[src/sv/h2d_pkg.sv]
package h2d_pkg;

  localparam int unsigned CfgDataW   = 32;
  localparam int unsigned CfgIdxW    = 3;
  localparam int unsigned BinCntRegW = 7;
  localparam int unsigned TotalW     = 48;
  localparam int unsigned OutCountW  = 32;
  localparam int unsigned BinIdxW    = 6;

  localparam logic [1:0] MODE_BIN   = 2'd0;
  localparam logic [1:0] MODE_READ  = 2'd1;
  localparam logic [1:0] MODE_CLEAR = 2'd2;

  localparam logic [CfgDataW-1:0]   SCALE_RESET     = 32'd65536;
  localparam logic [BinCntRegW-1:0] BIN_COUNT_RESET = 7'd64;
  localparam logic [TotalW-1:0]     TOTAL_MAX       = '1;

  typedef enum logic [CfgIdxW-1:0] {
    CFG_X_ORIGIN,
    CFG_X_SCALE,
    CFG_X_BIN_COUNT,
    CFG_Y_ORIGIN,
    CFG_Y_SCALE,
    CFG_Y_BIN_COUNT
  } cfg_idx_e;

  typedef enum logic [2:0] {
    ST_INIT,
    ST_IDLE,
    ST_DECODE,
    ST_MUL,
    ST_CHECK,
    ST_FETCH,
    ST_WIPE,
    ST_UPDATE
  } state_e;

  typedef struct packed {
    logic [1:0]          mode;
    logic signed [31:0]  x_value;
    logic signed [31:0]  y_value;
    logic [BinIdxW-1:0]  read_x_index;
    logic [BinIdxW-1:0]  read_y_index;
  } h2d_in_t;

  typedef struct packed {
    logic                 in_range;
    logic [BinIdxW-1:0]   x_bin;
    logic [BinIdxW-1:0]   y_bin;
    logic [OutCountW-1:0] bin_count;
    logic [TotalW-1:0]    binned_total;
    logic [TotalW-1:0]    missed_total;
  } h2d_out_t;

  typedef struct packed {
    logic accept;
    logic sel_read;
    logic load_idx;
    logic fetch;
    logic commit;
    logic sweep;
  } h2d_cmd_t;

  typedef struct packed {
    logic [1:0] mode;
    logic       sweep_last;
    logic       out_free;
  } h2d_stat_t;

endpackage

[src/sv/h2d_ctrl.sv]
module h2d_ctrl (
  input  logic               clk_i,
  input  logic               rst_ni,
  input  logic               in_valid_i,
  output logic               in_ready_o,
  input  h2d_pkg::h2d_stat_t stat_i,
  output h2d_pkg::h2d_cmd_t  cmd_o
);
  import h2d_pkg::*;

  state_e state_q, state_d;

  always_ff @(posedge clk_i or negedge rst_ni) begin
    if (!rst_ni) begin
      state_q <= ST_INIT;
    end else begin
      state_q <= state_d;
    end
  end

  always_comb begin
    state_d    = state_q;
    cmd_o      = '0;
    in_ready_o = 1'b0;
    unique case (state_q)
      ST_INIT: begin
        cmd_o.sweep = 1'b1;
        if (stat_i.sweep_last) begin
          state_d = ST_IDLE;
        end
      end
      ST_IDLE: begin
        in_ready_o   = 1'b1;
        cmd_o.accept = in_valid_i;
        if (in_valid_i) begin
          state_d = ST_DECODE;
        end
      end
      ST_DECODE: begin
        unique case (stat_i.mode)
          MODE_BIN:   state_d = ST_MUL;
          MODE_READ:  state_d = ST_CHECK;
          MODE_CLEAR: state_d = ST_WIPE;
          default:    state_d = ST_UPDATE;
        endcase
      end
      ST_MUL: begin
        state_d = ST_CHECK;
      end
      ST_CHECK: begin
        cmd_o.load_idx = 1'b1;
        cmd_o.sel_read = (stat_i.mode == MODE_READ);
        state_d        = ST_FETCH;
      end
      ST_FETCH: begin
        cmd_o.fetch = 1'b1;
        state_d     = ST_UPDATE;
      end
      ST_WIPE: begin
        cmd_o.sweep = 1'b1;
        if (stat_i.sweep_last) begin
          state_d = ST_UPDATE;
        end
      end
      ST_UPDATE: begin
        // The state of this item is only committed once the result has a place to go.
        if (stat_i.out_free) begin
          cmd_o.commit = 1'b1;
          state_d      = ST_IDLE;
        end
      end
      default: begin
        state_d = ST_IDLE;
      end
    endcase
  end

endmodule

[config.mk]
export PLATFORM = sky130hd
export DESIGN_NAME = h2d_ctrl
export DESIGN_NICKNAME = d
export VERILOG_FILES = /design/src/sv/h2d_pkg.sv /design/src/sv/h2d_ctrl.sv
export SDC_FILE = /design/constraint.sdc
export NUM_CORES = 1
export LEC_CHECK = 0
export BUFFER_PORTS_ARGS = -buffer_cell sky130_fd_sc_hd__buf_4
export CORE_AREA = 2 2 39 41
export DETAILED_ROUTE_END_ITERATION = 7
export DIE_AREA = 0 0 41 43
export GPL_TIMING_DRIVEN = 0
export PLACE_DENSITY = 0.52
export SETUP_SLACK_MARGIN = 0.5
export SLEW_MARGIN = 25
export SYNTH_ARGS = -nofsm -noshare
export SYNTH_HDL_FRONTEND = slang
export SYNTH_SLANG_ARGS = --single-unit
[constraint.sdc]
create_clock -name clk_i -period 2.1 [get_ports clk_i]
set_clock_uncertainty 0.05 [all_clocks]
set_input_delay 0.21 -clock clk_i [delete_from_list [all_inputs] [get_ports clk_i]]
set_output_delay 0.21 -clock clk_i [all_outputs]
set_load 0.1 [all_outputs]
==> results of run 1 <==
-- cells in the final DEF (no fill, tap or decap), types with 3 or more instances in the layout --
master and instances:
ha_1 3, o21ai_0 3, buf_4 15, buf_6 3
clkbuf_4 3, a21oi_1 3, nor2_1 3, inv_1 3
-- what timing repair did --
item,CTS,global route
hold buffers,1,0
resized for setup,5,3
hold endpoints to repair,3,0
pin swaps,0,1
setup buffers,0,5
endpoints found under the setup margin,4,4
-- kinds of logic (layout without fill, tap and decap cells) --
group	count (synthesis)	in the layout	synth area share (%)
and+or+nand+nor	12	12	25.9
AOI/OAI and AO/OA	9	9	19.7
buffers and inverters	6	29	11.8
adders and majority gates	3	3	13.2
DFF	3	3	26.3
xor gates and xnor gates	1	1	3.07
-- through the flow --
stage	area (sq um)	setup TNS, ns	setup slack (ns)	instances
finish	547	0	0.526	73
global route	547	0	0.497	73
global placement	440	0	0.671	63
detailed placement	440	0	0.663	63
floorplan	323	-0.000976	-0.000976	34
CTS	495	0	0.457	68
-- how the worst max path moves through the flow --
stage,start,to,slack [ns],depth (start not counted)
finish,state_q[1],cmd_o[2],0.53,3
global route,state_q[2],cmd_o[5],0.50,4
CTS,state_q[2],cmd_o[5],0.46,4
detailed placement,state_q[0],cmd_o[5],0.66,4
global placement,state_q[2],cmd_o[5],0.67,4
floorplan,state_q[2],cmd_o[5],-0.001,3
-- cells in the mapped netlist --
cell type  count
a21oi_1        3
a221oi_1       1
and2_1         2
and4_1         1
buf_4          1
buf_6          1
dfrtp_1        3
ha_1           3
inv_1          3
inv_2          1
nand2b_1       1
nor2_1         4
nor2b_1        1
nor3_2         1
nor3b_1        2
o21ai_0        3
o221ai_1       2
xor2_1         1
-- layer usage --
layer  vias up  part of all wire, %  global-route usage, %
li1        162                    -                      -
met1       145                   38                   13.6
met2        14                   52                   15.9
met3         2                  8.1                   3.66
met4         0                  2.2                   12.0
met5         -                    0                      0
-- tightest hold or removal path, cell delays in order --
cell and delay (ns):
buf_4 0.09, o21ai_0 0.06, o21ai_0 0.13
-- area by class of cell --
| type | instances | area, sq um |
|---|---|---|
| Multi-Input combinational cell | 25 | 213 |
| Timing Repair Buffer | 19 | 178 |
| Tap cell | 16 | 20.0 |
| Fill cell | 152 | 837 |
| Buffer | 2 | 18.8 |
| Inverter | 4 | 15.0 |
| Clock buffer | 4 | 26.3 |
| Sequential cell | 3 | 76.3 |
==> impl_results.md, run 1 <==
* Status: finished, final reports clean
* Final period util at 75.0%
* Cell mode on critical path: buf_4
* CTS tree: yes
* Die Y-Extent at 43 microns
* Starting Density at 20.6%
* Synth area leader: dfrtp_1
* Overflow after GRT at 0
* Hold Crit Class: in -> reg
* GRT Total Usage at 11.9%
* Syn avg cell area at 8.39 sq um
* Worst Path Buf+Inv at 2
* PortBufs at 13
* Final setup violation count at 0
* Core Box Area at 1380 sq um
* Required time of the critical path at 1.84 ns
* Post-Syn Area at roughly 290 sq um
* Fmax at 635 MHz
* CP top delay family: buffers and inverters
* DR WL/cell at between 10 and 15 microns
* Ratio of cells with drive above 1 in the final layout at 56.1%
* Antenna fix cells at 0
* Flop2flop setup slack at 0.80 ns
* Die X at 41 microns
* Clk Latency, worst-skew pair at 0.24 ns
* Clk sinks at 3
* Largest net degree at the start of global routing at 11
* Area contributors post-synth: dfrtp_1 26%, ha_1 13%, o221ai_1 6.1%
* Area Growth Syn to Fin at 91.7%
* Nature of the critical path endpoint: output port
* FF-to-FF End: state_q[0]
* Gpl congestion at 0.769
* Startpoint types: flop
* Via density at 4.42
* # IOs at 14
* Beginning of the worst hold path: in_valid_i
* Die Area at around 1800 sq um
* Crit path cell chain: buf_4, nor3b_2, buf_4
* Vias in the first global route at approximately 310
* Post-route minimum period at 1.57 ns
* HPWL after detailed placement at 522 microns
* Register bit total from synthesis at 3
* Max-slew headroom at 81.6%
* Worst path max stage delay at 0.40 ns
* Worst slew pin tran at 0.278 ns
* Synthesized Nets at 44
* Initial antenna violation count at 0
* Synth top area share at 26.3%
* Max-cap violations at 0
* Top flop regs: state_q (3)
* Slew Viols, Final at 0
* Gate Count Post-Synth at 34
* YS warnings at 0
* Routed WL at a little under 800 microns
* DRT antenna net count at 0
* Hold_ws at 0.237 ns
* Clk buf depth at 2
* Drt drc at 0
* Synth unique cells at 18
* FF-to-FF path depth at 4
* Via count at 323
* FF-to-FF Start: state_q[2]
* Initial DRC Count at 9
* Critical-path maximum fanout at 10
* CP max-delay cell: dfrtp_1
* First-pass GRT wire length at 1320 microns
* Hold Path End: state_q[1]
* Setup Crit Path Kind: reg -> out
* Final hold vios at 0
* Rows at 14
* Largest register FFs at 3
* Worst Path Arrival at 1.31 ns
* Clock buffer count from CTS at 3
* DR pass1 iterations at 4
* Fin util at 39.5%
* Fin nets at 68
* Clock slew at reported path FFs at 0.04 ns
* CTS H-tree lvls at 1
* CTS Root Cell: clkbuf_4
* Most flops, register: state_q
* RSZ-0062 raised after global routing: true
* Hold path cells at 3
* Sequential fraction of the synthesis area at 26.3%
Power of run 1 is left out: the tool's default activity adds up to more than one toggle a clock period on the data nets, which glitch-free logic cannot reach.
==> run 2, diff against run 1 <==
--- a/config.mk
+++ b/config.mk
@@ -10,7 +10,7 @@
 export DETAILED_ROUTE_END_ITERATION = 7
 export DIE_AREA = 0 0 41 43
 export GPL_TIMING_DRIVEN = 0
-export PLACE_DENSITY = 0.52
+export PLACE_DENSITY = 0.54
 export SETUP_SLACK_MARGIN = 0.5
 export SLEW_MARGIN = 25
 export SYNTH_ARGS = -nofsm -noshare
==> constraint.sdc (replaced) <==
create_clock -name clk_i -period 1.4 [get_ports clk_i]
set_clock_uncertainty 0.05 [all_clocks]
set_input_delay 0.14 -clock clk_i [delete_from_list [all_inputs] [get_ports clk_i]]
set_output_delay 0.14 -clock clk_i [all_outputs]
set_load 0.1 [all_outputs]
==> run 2 against run 1 <==
  * The flow now finishes with violations (negative setup slack)
  * Non-clock buffer count rose by 4
  * Global-route usage did not move
  * Final cell count increased by 5.5%
  * Critical endpoint is now cmd_o[5]
  * First-iteration DRC count down 78%
  * Die area is the same
  * Sequential share of layout area shrank 2.3 points
  * Cell area rose by 20%
  * Worst hold slack got worse by 0.079 ns
  * Worst setup slack got worse by 0.58 ns
  * Utilization grew 7.8 points
  * Sequential cell count stayed put
==> impl_results.md, run 2 (synthesis gave the netlist of run 1 again) <==
* Clock network power share at a little under a tenth
* Via count at 334 (was 323)
* Final setup violation count at 6 (was 0)
* Fin cells at 77 (was 73)
* Largest net degree at the start of global routing at 7 (was 11)
* Vias in the first global route at 361 (was 311)
* Slew Viols, Final at 0 (unchanged)
* Max-cap violations at 0 (unchanged)
* DRT antenna net count at 0 (unchanged)
* Area occupied by multi-input gates at 234 sq um (was 213 sq um)
* Register Area at 76.3 sq um (unchanged)
* Commonest non-fill, non-tap cell in the layout: buf_4 (unchanged)
* Total power at 1.64 mW
* Drt drc at 0 (unchanged)
* CP startpoint: state_q[2] (was state_q[1])
* Internal at a little under 0.8 mW
* Status: finished, violations left (was finished, final reports clean)
* Nature of the critical path endpoint: output port (unchanged)
* Initial antenna violation count at 0 (unchanged)
* Reg power frac at 10.3%
* Initial DRC Count at 2 (was 9)
* Top flop regs: state_q (3) (unchanged)
* Overflow after GRT at 0 (unchanged)
* Post-route minimum period at 1.46 ns
* DR WL/cell at 10.3 microns (was 10.8 microns)
* Fmax at 686 MHz
* First-pass GRT wire length at 1370 microns (was 1320 microns)
* CTS H-tree lvls at 1 (unchanged)
* GRT Total Usage at 11.9% (unchanged)
* Final WS setup at -0.0570 ns (was 0.526 ns)
* DR pass1 iterations at 2 (was 4)
* Commonest cells after routing, fill and taps aside: 12 x buf_4, 6 x buf_6, 5 x buf_12
* Ratio of cells with drive above 1 in the final layout at 65.6% (was 56.1%)
* Combinational share of power at 80.5%
* CTS Root Cell: clkbuf_4 (unchanged)
* Clk Latency, worst-skew pair at 0.23 ns (was 0.24 ns)
* Switch Pwr at 0.862 mW
* Fillcell total at 135 (was 152)
* Largest register FFs at 3 (unchanged)
* Setup Crit Path Kind: reg -> out (unchanged)
* Core Box Area at 1380 sq um (unchanged)
* Final period util at 104%
* Failing checks: negative setup slack
* PwrDens at 2510 nW/um^2
* Gpl congestion at 0.750 (was 0.769)
* Hold Crit Class: in -> reg (unchanged)
* Worst Path Arrival at 1.27 ns (was 1.31 ns)
* Via density at 4.34 (was 4.42)
* Fin nets at 72 (was 68)
* Startpoint types: flop (unchanged)
* Most flops, register: state_q (unchanged)
* Max-slew headroom at 86.6% (was 81.6%)
* CTS tree: yes (unchanged)
* Area Growth Syn to Fin at 129% (was 91.7%)
* Worst slew pin tran at 0.202 ns (was 0.278 ns)
* Setup TNS at -0.162 ns (was 0 ns)
* Final hold vios at 0 (unchanged)
* PortBufs at 13 (unchanged)
* # IOs at 14 (unchanged)
* Placed cell count at 63 (unchanged)
* Clk sinks at 3 (unchanged)
* Beginning of the worst hold path: in_valid_i (unchanged)
* Leak Pwr at between 0.2 and 0.3 nW
* RSZ-0062 raised after global routing: true (unchanged)
* Required time of the critical path at 1.21 ns (was 1.84 ns)
* Clk buf depth at 2 (unchanged)
* Rows at 14 (unchanged)
* Antenna fix cells at 0 (unchanged)
* Die X at 41 microns (unchanged)
* FF-to-FF Start: state_q[2] (unchanged)
* Clock slew at reported path FFs at 0.04 ns (about the same)
* Net Sw Frac at 52.5%
* Critical-path maximum fanout at 5 (was 10)
* Starting Density at 20.6% (unchanged)
* Die Y-Extent at 43 microns (unchanged)
* Peak supply drop at 0.833 mV
* Clock buffer count from CTS at 3 (unchanged)
* Die Area at 1760 sq um (unchanged)
* Routed WL at 791 microns (was 788 microns)
==> run 2: changes by cell type in the layout (fill, tap and decap cells not counted), sizes merged <==
cell  change
buf       +4
==> run 2: power by group through the flow <==
| stage | clock (mW) | combinational, mW | sequential [mW] |
|---|---|---|---|
| after CTS | 0.159 | 1.26 | 0.170 |
| after detailed placement | 0 | 0.925 | 0.187 |
| after global placement | 0 | 0.922 | 0.187 |
| after global routing | 0.165 | 1.39 | 0.175 |
| final | 0.152 | 1.32 | 0.169 |
| after floorplan | 0 | 0.774 | 0.176 |
==> run 2: per-stage QoR <==
stage	util (%)	worst slack [ns]	cell area, sq um	hold slack [ns]
after floorplan	-	-0.631	323	-0.206
after global placement	31.8	0.0417	440	-0.121
after detailed placement	31.8	0.0487	440	-0.120
after CTS	45.4	-0.0554	628	0.158
after global routing	47.3	-0.104	654	0.183
final	47.3	-0.0570	654	0.158
==> run 2: timing repair <==
item	CTS	global route
setup endpoints to repair	10	10
hold endpoints to repair	3	0
resized for setup	23	4
pin swaps	7	5
hold buffers	1	0
buffers inserted	8	1
==> run 2: final cells by class <==
class                           instances  area share (%)
Timing Repair Buffer                   23            39.8
Multi-Input combinational cell         25            35.8
Sequential cell                         3            11.7
Clock buffer                            4            4.02
Buffer                                  2            3.44
Tap cell                               16            3.06
Inverter                                4            2.29
==> run 2: path summary, 6_finish.rpt <==
check / endpoint / slack [ns] / depth (start not counted)
setup / recovery: cmd_o[5] / -0.06 / 4
hold / removal: state_q[1] / 0.16 / 3
setup reg to reg: state_q[0] / 0.01 / 6
hold reg to reg: state_q[1] / 0.71 / 3
max in group asynchronous: state_q[0] / 1.01 / 2
min in group asynchronous: state_q[2] / 0.19 / 2
==> run 2: critical path, cell delays in order, from the launching register on <==
cell and delay [ns]:
dfrtp_1 0.38, buf_6 0.14, nor3_4 0.18, and2_4 0.17, buf_12 0.16
==> run 2: metal layers <==
| metal | part of all wire [%] | track usage [%] | vias up |
|---|---|---|---|
| met1 | 40 | 12.0 | 156 |
| met4 | 0 | 10.0 | 0 |
| li1 | - | - | 171 |
| met2 | 56 | 18.4 | 7 |
| met3 | 4.4 | 3.66 | 0 |
| met5 | 0 | 0 | - |
(Power assumes the default switching activity.)
==> run 3, diff against run 2 <==
--- a/config.mk
+++ b/config.mk
@@ -6,9 +6,9 @@
 export NUM_CORES = 1
 export LEC_CHECK = 0
 export BUFFER_PORTS_ARGS = -buffer_cell sky130_fd_sc_hd__buf_4
-export CORE_AREA = 2 2 39 41
+export CORE_AREA = 5 5 42 44
 export DETAILED_ROUTE_END_ITERATION = 7
-export DIE_AREA = 0 0 41 43
+export DIE_AREA = 0 0 47 49
 export GPL_TIMING_DRIVEN = 0
 export PLACE_DENSITY = 0.54
 export SETUP_SLACK_MARGIN = 0.5
==> run 3 against run 2 <==
  * The flow still finishes with violations (negative setup slack)
  * Non-clock buffer count up 2
  * Die area increased by 31%
  * Worst setup slack worse by 0.015 ns
  * Critical path type unchanged
  * Critical endpoint unchanged
==> impl_results.md, run 3 (synthesis gave the netlist of run 1 again) <==
* First-pass GRT wire length at 1470 microns (was 1370 microns)
* Clk buf depth at 2 (unchanged)
* Final WS setup at -0.0722 ns (was -0.0570 ns)
* Largest register FFs at 3 (unchanged)
* Top flop regs: state_q (3) (unchanged)
* Die Y-Extent at 49 microns (was 43 microns)
* CTS H-tree lvls at 1 (unchanged)
* Setup TNS at -0.282 ns (was -0.162 ns)
* Post-Place Setup Slack at 0.0465 ns (was 0.0487 ns)
* PwrDens at 2560 nW/um^2 (was 2510 nW/um^2)
* # IOs at 14 (unchanged)
* Via count at 347 (was 334)
* Worst slew pin tran at 0.271 ns (was 0.202 ns)
* Area occupied by multi-input gates at 219 sq um (was 234 sq um)
* Fin nets at 74 (was 72)
* Post-route minimum period at 1.47 ns (was 1.46 ns)
* Final setup violation count at 7 (was 6)
* Worst Path Arrival at 1.28 ns (was 1.27 ns)
* DR pass1 iterations at 2 (unchanged)
* Clk Latency, worst-skew pair at 0.25 ns (was 0.23 ns)
* Fillcell total at 141 (was 135)
* Commonest non-fill, non-tap cell in the layout: buf_4 (unchanged)
* CTS tree: yes (unchanged)
* RSZ-0062 raised after global routing: true (unchanged)
* Nature of the critical path endpoint: output port (unchanged)
* Gpl congestion at 0.719 (was 0.750)
* GRT Total Usage at 9.53% (was 11.9%)
* Ratio of cells with drive above 1 in the final layout at 63.5% (was 65.6%)
* Max-cap violations at 0 (unchanged)
* Clock buffer count from CTS at 3 (unchanged)
* Max-slew headroom at 81.9% (was 86.6%)
* Routed WL at 964 microns (was 791 microns)
* Design area at 648 sq um (was 654 sq um)
* Drt drc at 0 (unchanged)
* Required time of the critical path at 1.21 ns (about the same)
* Register Area at 76.3 sq um (unchanged)
* Area Growth Syn to Fin at 127% (was 129%)
* Hold Crit Class: in -> async (was in -> reg)
* Initial antenna violation count at 0 (unchanged)
* Final hold vios at 0 (unchanged)
* Most flops, register: state_q (unchanged)
* Core Box Area at 1400 sq um (was 1380 sq um)
* Vias in the first global route at 331 (was 361)
* CTS Root Cell: clkbuf_4 (unchanged)
* Fmax at 679 MHz (was 686 MHz)
* Overflow after GRT at 0 (unchanged)
* Status: finished, violations left (unchanged)
* Critical-path maximum fanout at 6 (was 5)
* Rows at 14 (unchanged)
* Clock slew at reported path FFs at 0.04 ns (about the same)
* Antenna fix cells at 0 (unchanged)
* Initial DRC Count at 10 (was 2)
* Leak Pwr at 0.295 nW (about the same)
* Setup Crit Path Kind: reg -> out (unchanged)
* Clk sinks at 3 (unchanged)
* PortBufs at 13 (unchanged)
* Failing checks: negative setup slack (unchanged)
* Die Area at 2300 sq um (was 1760 sq um)
* DR WL/cell at 12.2 microns (was 10.3 microns)
* Slew Viols, Final at 0 (unchanged)
* Peak supply drop at 1.24 mV (was 0.833 mV)
* Final period util at 105% (was 104%)
* Commonest cells after routing, fill and taps aside: 16 x buf_4, 6 x buf_12 (was 12 x buf_4, 6 x buf_6, 5 x buf_12)
* Via density at 4.39 (was 4.34)
* Startpoint types: flop (unchanged)
* Starting Density at 20.4% (was 20.6%)
* DRT antenna net count at 0 (unchanged)
* Largest net degree at the start of global routing at 10 (was 7)
* Post-DP Area at 440 sq um (unchanged)
* Die X at 47 microns (was 41 microns)
==> run 3: final timing paths <==
kind                       startpoint  cells after the start         end  slack [ns]
setup / recovery           state_q[1]                      4    cmd_o[5]       -0.07
hold / removal                 rst_ni                      2  state_q[0]        0.16
setup reg to reg           state_q[2]                      4  state_q[0]        0.08
hold reg to reg            state_q[0]                      2  state_q[1]        0.63
max in group asynchronous      rst_ni                      2  state_q[0]        1.03
min in group clk_i          stat_i[0]                      3  state_q[0]        0.17
==> run 3: per-layer routing <==
layer,track usage (%),wire (microns)
met3,3.69,96
met1,10.2,339
met2,13.1,498
met4,9.68,29
met5,0,0
==> run 3: repair_timing <==
action	4_1_cts	5_1_grt
hold buffers	1	0
resized for setup	18	5
hold endpoints to repair	3	0
gates cloned	1	0
setup buffers	6	4
endpoints found under the setup margin	10	10
pin swaps	2	2
==> run 3: metrics by stage <==
step / power (mW) / hold slack, ns / instances / utilization [%]
detailed placement: 1.11 / -0.120 / 63 / 31.4
CTS: 1.53 / 0.155 / 75 / 42.9
finish: 1.66 / 0.163 / 79 / 46.3
global route: 1.74 / 0.154 / 79 / 46.3
floorplan: 0.950 / -0.206 / 34 / -
global placement: 1.11 / -0.120 / 63 / 31.4
==> run 3: critical path, cell delays in order (launching register included) <==
cell	delay (ns)
dfrtp_1	0.38
buf_6	0.14
nor3_4	0.18
and2_4	0.17
buf_12	0.16
==> run 3: layout make-up <==
type / instances / share of cell area (%)
plain buffers: 2 / 3.47
clock buffers: 4 / 4.05
inverters: 4 / 2.70
multi-input cells: 25 / 33.8
flip-flops and latches: 3 / 11.8
well taps: 16 / 3.09
repair buffers: 25 / 41.1
==> run 3: report_power, final <==
part	internal [mW]	switching [mW]	leakage, nW	total [mW]
clock	0.108	0.0588	0.0150	0.166
combinational	0.546	0.772	0.248	1.32
sequential	0.127	0.0482	0.0314	0.176
total	0.781	0.879	0.295	1.66
